### src/shah_pkg.sv
// Package for the SHA-256/224 hasher: payload types, round constants, IVs.
// No dependencies.
`default_nettype none
package shah_pkg;
	typedef struct packed {
		logic       mode;
		logic [7:0] data_byte;
	} in_item_t;

	typedef struct packed {
		logic [31:0] digest_word;
		logic [2:0]  word_index;
		logic        last_word;
	} out_item_t;

	// queue entry between front and back
	localparam logic [1:0] OP_BLOCK = 2'd0; // full data block
	localparam logic [1:0] OP_FINAL = 2'd1; // last block, then emit digest
	localparam logic [1:0] OP_MID   = 2'd2; // padded block, more follows

	typedef struct packed {
		logic [1:0]   op;
		logic [511:0] block;
	} job_t;

	localparam logic [0:0] VAR_256 = 1'b0;
	localparam logic [0:0] VAR_224 = 1'b1;

	function automatic logic [31:0] round_k(input logic [5:0] i);
		logic [31:0] k [64];
		k = '{
			32'h428a2f98, 32'h71374491, 32'hb5c0fbcf, 32'he9b5dba5, 32'h3956c25b, 32'h59f111f1,
			32'h923f82a4, 32'hab1c5ed5, 32'hd807aa98, 32'h12835b01, 32'h243185be, 32'h550c7dc3,
			32'h72be5d74, 32'h80deb1fe, 32'h9bdc06a7, 32'hc19bf174, 32'he49b69c1, 32'hefbe4786,
			32'h0fc19dc6, 32'h240ca1cc, 32'h2de92c6f, 32'h4a7484aa, 32'h5cb0a9dc, 32'h76f988da,
			32'h983e5152, 32'ha831c66d, 32'hb00327c8, 32'hbf597fc7, 32'hc6e00bf3, 32'hd5a79147,
			32'h06ca6351, 32'h14292967, 32'h27b70a85, 32'h2e1b2138, 32'h4d2c6dfc, 32'h53380d13,
			32'h650a7354, 32'h766a0abb, 32'h81c2c92e, 32'h92722c85, 32'ha2bfe8a1, 32'ha81a664b,
			32'hc24b8b70, 32'hc76c51a3, 32'hd192e819, 32'hd6990624, 32'hf40e3585, 32'h106aa070,
			32'h19a4c116, 32'h1e376c08, 32'h2748774c, 32'h34b0bcb5, 32'h391c0cb3, 32'h4ed8aa4a,
			32'h5b9cca4f, 32'h682e6ff3, 32'h748f82ee, 32'h78a5636f, 32'h84c87814, 32'h8cc70208,
			32'h90befffa, 32'ha4506ceb, 32'hbef9a3f7, 32'hc67178f2};
		return k[i];
	endfunction

	function automatic logic [255:0] init_value(input logic v);
		if (v == VAR_224)
			return {32'hc1059ed8, 32'h367cd507, 32'h3070dd17, 32'hf70e5939,
				32'hffc00b31, 32'h68581511, 32'h64f98fa7, 32'hbefa4fa4};
		return {32'h6a09e667, 32'hbb67ae85, 32'h3c6ef372, 32'ha54ff53a,
			32'h510e527f, 32'h9b05688c, 32'h1f83d9ab, 32'h5be0cd19};
	endfunction
endpackage
`default_nettype wire

### src/shah_queue.sv
// Two-entry queue of block jobs between the front and the compression core.
// Depends on shah_pkg.
`default_nettype none
module shah_queue (
	input  wire logic           clk,
	input  wire logic           arst_n,
	input  wire logic           restart,
	input  wire logic           wr_valid,
	output logic                wr_stall,
	input  wire shah_pkg::job_t wr_job,
	output logic                rd_valid,
	input  wire logic           rd_stall,
	output shah_pkg::job_t      rd_job
);
	shah_pkg::job_t mem_q [2];
	logic       wp_q, rp_q;
	logic [1:0] cnt_q;
	logic       push, pop;

	assign wr_stall = (cnt_q == 2'd2);
	assign rd_valid = (cnt_q != 2'd0);
	assign rd_job   = mem_q[rp_q];
	assign push = wr_valid && !wr_stall;
	assign pop  = rd_valid && !rd_stall;

	always_ff @(posedge clk) begin
		if (push)
			mem_q[wp_q] <= wr_job;
	end

	always_ff @(posedge clk or negedge arst_n) begin
		if (!arst_n) begin
			wp_q <= 1'b0; rp_q <= 1'b0; cnt_q <= '0;
		end else if (restart) begin
			wp_q <= 1'b0; rp_q <= 1'b0; cnt_q <= '0;
		end else begin
			if (push) wp_q <= ~wp_q;
			if (pop)  rp_q <= ~rp_q;
			cnt_q <= cnt_q + {1'b0, push} - {1'b0, pop};
		end
	end
endmodule
`default_nettype wire

### config.mk
export PLATFORM = sky130hd
export DESIGN_NAME = shah_queue
export DESIGN_NICKNAME = d
export VERILOG_FILES = /design/src/shah_pkg.sv /design/src/shah_queue.sv
export SDC_FILE = /design/constraint.sdc
export NUM_CORES = 1
export LEC_CHECK = 0
export BUFFER_PORTS_ARGS = -buffer_cell sky130_fd_sc_hd__buf_2
export CORE_AREA = 2 2 405 407
export CTS_CLUSTER_DIAMETER = 200
export DETAILED_ROUTE_END_ITERATION = 8
export DIE_AREA = 0 0 407 409
export MAX_ROUTING_LAYER = met4
export PLACE_DENSITY = 0.38
export SYNTH_ARGS = -nofsm -noshare
export SYNTH_HDL_FRONTEND = slang
export SYNTH_SLANG_ARGS = --single-unit
### constraint.sdc
create_clock -name clk -period 20.6 [get_ports clk]
set_input_delay 4.12 -clock clk [delete_from_list [all_inputs] [get_ports clk]]
set_output_delay 4.12 -clock clk [all_outputs]
set_load 0.005 [all_outputs]
==> impl_metrics.yaml, run 1 <==
global_routing:
  grt_pass1_wl_um: 155000
  grt_busiest_layer: "met2"
  gr-total-overflow: 0
  gr-usage-met3_pct: 5.55
  grt_antenna_before_repair: 86
  grt_use_met1_pct: 13.9
  grt_max_degree: 148
  track_usage_pct: 13.5
  grt_pass1_vias: 21329
  grt_use_met2_pct: 22.4
worst_setup_path:
  cp_data_required_time_ns: 16.48
  crit_arrival_ns: 4.92
  cp-startpoint: "rp_q"
  path_max_fanout: 74
  reg2reg_slack_ns: 16.00
  rr_startpoint: "cnt_q[1]"
  rr_worst_depth: 7
  r2r-end: "mem_q[0][192]"
  start_kind: "flip-flop"
  endpoint: "rd_job[455]"
  cp-end-kind: "output pin"
  worstSetupPathType: "flip-flop to output pin"
power_and_ir_drop:
  p_leak_nw: 17.6
  peakVddDrop_mv: 0.0666
  p_per_area_nw_per_um2: 124
  power_mw: 6.06
synth:
  syn-cell-area_um2: 37400
  syn_inst: 1626
  synth_area_leaders: "edfxtp_1 (83%), mux2_2 (15%), buf_6 (0.99%), mux2_1 (0.96%), buf_2 (0.32%)"
  ys.flop_type: "edfxtp_1"
  ys_seq_elements: 1032
  synth_top_area_share_pct: 82.6
  synthArstFlopShare_pct: 0.388
  synth_edf_count: 1028
  syn_nets: 2147
  syn_avg_cell_area_um2: 23.0
  yosys.area.top_type: "edfxtp_1"
  synth_cell_types: 19
  yosysWarnings: 0
  ys_top_cells_by_count: "edfxtp_1 (1028), mux2_2 (482), buf_6 (33)"
  yosysSeqAreaShare_pct: 82.9
  synth.most_common_cell: "edfxtp_1"
clocking:
  hold_buffers: 0
  cts_resized: 0
  numClockSinks: 1032
  clk_path_buf_depth: 3
  cts_root_buffer: "clkbuf_16"
  post-cts-setup-buffers: 0
  cts_tree: "yes"
  clkTransAtPathRegs_ns: 0.06
  numCtsBuffers: 115
  clock_latency_ns: 0.74
  htreeDepth: 3
timing:
  fin_skew_ns: 0.0629
  setup_viol: 0
  slew_headroom_pct: 27.5
  rsz0062_at_grt: "no"
  period_share_pct: 43.9
  hold_viol_final: 0
  drv_slew: 0
  worst-slew-pin-transition_ns: 1.09
  fmaxAchievable_mhz: 111
  tns_ns: 0
  period_minus_slack_ns: 9.04
die:
  fp.dieH_um: 409
  core_area_um2: 162000
  die_w_um: 407
  die_area_um2: 166000
  start_util_pct: 23.1
  boundaryPins: 1035
  rows: 148
place:
  gp_congestion: 0.818
  detailed_place_hpwl_um: 82700
  io_buffers: 1034
detailed_routing:
  drt_iter0_markers: 1184
  ant_nets: 0
  vias: 19990
  post-route-drc-count: 0
  wl_per_cell_um: 22.5
  dr.pass1.iters: 5
  detail_route.wirelength_um: 114000
  vias_per_cell: 3.95
job:
  cap_violations: 0
finish:
  drive_gt1_share_pct: 59.8
  multi_input_area_um2: 5900
  fillers: 16117
  ff_latch_area_um2: 31000
  nets: 3258
  finish.utilization_pct: 30.2
  syn2layout_area_growth_pct: 30.7
status:
  status: "completed"
hold_path:
  whs_path_depth: 2
  min_path_type: "flip-flop to flip-flop"
## worst min path at each step
stage	from	slack, ns	end
global route	wp_q	0.61	wp_q
global placement	wp_q	0.56	wp_q
CTS	wp_q	0.58	wp_q
detailed placement	wp_q	0.57	wp_q
floorplan	wp_q	0.52	wp_q
finish	wp_q	0.57	wp_q
## cell type report
type / count / share of cell area [%]
Multi-Input combinational cell: 532 / 12.1
Inverter: 5 / 0.0538
Clock inverter: 75 / 1.61
Sequential cell: 1032 / 63.4
Timing Repair Buffer: 1051 / 11.0
Tap cell: 2175 / 5.57
Clock buffer: 136 / 6.05
Antenna cell: 60 / 0.307
## report_power, final
group | switching [mW] | internal (mW) | total [mW]
clock network | 0.840 | 1.19 | 2.03
logic | 0.699 | 0.564 | 1.26
registers | 0.0860 | 2.68 | 2.77
total | 1.63 | 4.43 | 6.06
## kinds of logic (layout without fill, tap and decap cells)
group	after synthesis	count (layout)	share of synthesized area [%]
other	0	60	0
buffers and inverters	62	1267	1.37
xor gates and xnor gates	1	1	0.0234
adders and majority gates	2	2	0.0669
and+or+nand+nor	11	11	0.154
muxes	514	514	15.5
DFF	1032	1032	82.9
AOI/OAI and AO/OA	4	4	0.0536
## flip-flops by register name (all words and copies together) (netlist names)
name and cells:
mem_q 1028, cnt_q 2, rp_q 1, wp_q 1
## layout by cell type, fill, tap and decap left out, types with 13 or more instances in the layout
master	n
buf_2	1034
buf_4	13
bufinv_16	13
clkbuf_1	21
clkbuf_16	115
clkinv_1	32
clkinv_2	19
diode_2	60
edfxtp_1	1028
mux2_1	32
mux2_2	482
## per-layer routing
| layer | vias to the layer above | part of all wire [%] | wire length [um] |
|---|---|---|---|
| li1 | 8852 | - | - |
| met1 | 10041 | 37 | 41800 |
| met2 | 873 | 49 | 56200 |
| met3 | 224 | 10 | 11700 |
| met4 | 0 | 3.6 | 4040 |
| met5 | - | 0 | 0 |
## stage by stage
step           setup WS (ns)  std cells  area (um2)  hold slack (ns)
6_report               11.56       5066       48900            0.574
5_1_grt                11.15       5060       48900            0.609
4_1_cts                11.29       5006       48700            0.577
3_3_place_gp           12.21       4795       45000            0.564
2_1_floorplan           3.88       1626       37400            0.518
3_5_place_dp           12.10       4795       45000            0.566
## critical path: stages (launching register included)
cell     delay (ns)
dfrtp_4        1.07
buf_4          0.90
buf_4          0.80
buf_4          0.68
mux2_2         0.41
buf_2          0.14
No activity file was read; power rests on OpenSTA's default activity.
==> run 2: changes to the inputs <==
--- a/config.mk
+++ b/config.mk
@@ -5,11 +5,12 @@
 export SDC_FILE = /design/constraint.sdc
 export NUM_CORES = 1
 export LEC_CHECK = 0
+export ABC_AREA = 1
 export BUFFER_PORTS_ARGS = -buffer_cell sky130_fd_sc_hd__buf_2
-export CORE_AREA = 2 2 405 407
+export CORE_AREA = 2 2 406 408
 export CTS_CLUSTER_DIAMETER = 200
 export DETAILED_ROUTE_END_ITERATION = 8
-export DIE_AREA = 0 0 407 409
+export DIE_AREA = 0 0 408 410
 export MAX_ROUTING_LAYER = met4
 export PLACE_DENSITY = 0.38
 export SYNTH_ARGS = -nofsm -noshare
==> constraint.sdc (replaced) <==
create_clock -name clk -period 9.1 [get_ports clk]
set_input_delay 1.82 -clock clk [delete_from_list [all_inputs] [get_ports clk]]
set_output_delay 1.82 -clock clk [all_outputs]
set_load 0.005 [all_outputs]
==> run 2 against run 1 <==
  * Sequential share of layout area decreased by 0.12 points
  * Register-to-register slack got worse by 9.8 ns
  * Count of clock-buffer cells in the layout increased by 16
  * Global-route usage increased by 1.3 points
  * Largest power group unchanged
==> impl_metrics.yaml, run 2 <==
synth:
  synthArstFlopShare_pct: 0.388
  synth_area_leaders: "edfxtp_1 (82%), nand2_1 (16%), buf_2 (1.4%), dfrtp_1 (0.27%), buf_4 (0.24%)"
  synth_cell_types: 12
  syn_avg_cell_area_um2: 13.8
  ys_seq_elements: 1032
  syn_nets: 3241
  ys_top_cells_by_count: "nand2_1 (1551), edfxtp_1 (1028), buf_2 (102)"
  ys.flop_type: "edfxtp_1"
  synth_top_area_share_pct: 82.3
  synth_edf_count: 1028
  syn_inst: 2720
  yosysWarnings: 0
  yosys.area.top_type: "edfxtp_1"
  syn-cell-area_um2: 37500
  yosysSeqAreaShare_pct: 82.6
  synth.most_common_cell: "nand2_1"
worst_setup_path:
  cp-end-kind: "output pin"
  cp-startpoint: "rp_q"
  crit_slowest_cell: "dfrtp_4"
  path_depth: 5
  cp_cell_sequence: "buf_12 -> buf_12 -> nand2_1 -> nand2_1 -> buf_2"
  max_stage_delay_ns: 0.96
  path_max_fanout: 151
  start_kind: "flip-flop"
  rr_startpoint: "cnt_q[0]"
  crit_family: "buffers and inverters"
  cp_data_required_time_ns: 7.28
  path_buf_inv: 3
  worstSetupPathType: "flip-flop to output pin"
  crit_arrival_ns: 3.60
  rr_worst_depth: 6
power_and_ir_drop:
  peakVddDrop_mv: 0.215
  p_per_area_nw_per_um2: 294
  p_leak_nw: 20.2
place:
  placed_area_um2: 45200
  dp.cells: 5850
  dp_slack_ns: 4.34
  detailed_place_hpwl_um: 85100
  io_buffers: 1034
  gp_congestion: 0.797
detailed_routing:
  wl_per_cell_um: 20.3
  post-route-drc-count: 0
  ant_nets: 0
  detail_route.wirelength_um: 124000
  vias: 24042
  vias_per_cell: 3.93
  dr.pass1.iters: 5
  drt_iter0_markers: 1559
die:
  start_util_pct: 22.9
  die_w_um: 408
  boundaryPins: 1035
  core_area_um2: 163000
  fp.dieH_um: 410
  rows: 149
  die_area_um2: 167000
finish:
  fillers: 16912
  nets: 4302
  mostFrequentLayoutCell: "nand2_1"
  syn2layout_area_growth_pct: 30.5
  drive_gt1_share_pct: 31.3
  largest_register_ffs: 1028
  regMostFlops: "mem_q"
  top_regs: "mem_q: 1028 flops, cnt_q: 2 flops"
  most-common-layout-cells: "nand2_1 (1550), buf_2 (1034), edfxtp_1 (1028)"
  stdcell_area_um2: 49000
  final_cells: 6118
clocking:
  clkTransAtPathRegs_ns: 0.06
  numClockSinks: 1032
  hold_buffers: 0
  clk_path_buf_depth: 3
  cts_tree: "yes"
  numCtsBuffers: 118
  cts_resized: 0
  clock_latency_ns: 0.73
  htreeDepth: 3
  post-cts-setup-buffers: 0
  cts_root_buffer: "clkbuf_16"
global_routing:
  grt_antenna_before_repair: 86
  grt_pass1_wl_um: 171000
  grt_pass1_vias: 23141
  track_usage_pct: 14.7
  gr-total-overflow: 0
  grt_max_degree: 152
timing:
  fin_skew_ns: 0.0242
  tns_ns: 0
  period_minus_slack_ns: 5.42
  fmaxAchievable_mhz: 184
  drv_slew: 0
  worst-slew-pin-transition_ns: 0.939
  finalWorstSetupSlack_ns: 3.68
  setup_viol: 0
  period_share_pct: 59.6
  holdWs_ns: 0.590
  hold_viol_final: 0
  rsz0062_at_grt: "no"
  slew_headroom_pct: 37.4
hold_path:
  min_path_type: "flip-flop to flip-flop"
  whs_path_depth: 2
  worstHoldStart: "wp_q"
job:
  cap_violations: 0
status:
  status: "completed"
## run 2: changes by cell type in the layout (fill, tap and decap cells not counted), moves of 4 or more
cell | previous run | this run
diode_2 | 60 | 49
clkbuf_1 | 21 | 31
clkbuf_16 | 115 | 119
buf_12 | 4 | 13
buf_4 | 13 | 8
inv_1 | 4 | 10
nand2_1 | 1 | 1550
mux2_1 | 32 | 0
bufinv_16 | 13 | 6
mux2_2 | 482 | 0
## run 2: worst register-to-register path, cell delays in order (launching register included)
cell	delay, ns
dfrtp_1	0.35
inv_1	0.05
nand2_1	0.20
nand2_8	0.10
nor2_4	0.48
buf_12	0.55
buf_12	0.59
## run 2: routing by layer
layer / vias to the layer above / routed length (um) / global-route usage (%)
met1: 11484 / 49600 / 16.9
met4: 0 / 3270 / 5.15
met2: 882 / 59600 / 23.3
met5: - / 0 / -
li1: 11453 / - / -
met3: 223 / 11800 / 5.91
## run 2: final cells by class
cell class / count / area (um2) / share of cell area (%)
sequential: 1032 / 31000 / 63.3
multi-input combinational: 1563 / 5930 / 12.1
timing repair buffer: 1055 / 5500 / 11.2
clock buffer: 152 / 3120 / 6.38
tap: 2189 / 2740 / 5.59
clock inverter: 67 / 533 / 1.09
antenna: 49 / 123 / 0.250
inverter: 11 / 48.8 / 0.0997
## run 2: cells by family after synthesis
logic type	synth area share, %
AOI/OAI and AO/OA	0.0133
adders and majority gates	0.0667
buffers and inverters	1.71
DFF	82.6
and+or+nand+nor	15.6
## run 2: path summary, 6_finish.rpt
kind | to | slack (ns)
min reg2reg | wp_q | 0.59
min in group asynchronous | rp_q | 0.89
max | rd_job[187] | 3.68
max reg2reg | mem_q[1][181] | 6.21
max in group asynchronous | wp_q | 8.07
min | wp_q | 0.59
## run 2: stage by stage
step	power, mW	utilization (%)
final	14.4	29.9
after global routing	15.2	29.9
after CTS	14.7	29.9
after detailed placement	10.1	27.6
after global placement	10.1	27.6
after floorplan	8.19	-
## run 2: report_power, final
| part | switching (mW) | leakage (nW) | internal, mW | total (mW) |
|---|---|---|---|---|
| clock network | 1.93 | 1.78 | 2.58 | 4.51 |
| registers | 0.172 | 9.65 | 6.07 | 6.24 |
| logic | 2.49 | 8.79 | 1.16 | 3.64 |
| total | 4.58 | 20.2 | 9.81 | 14.4 |
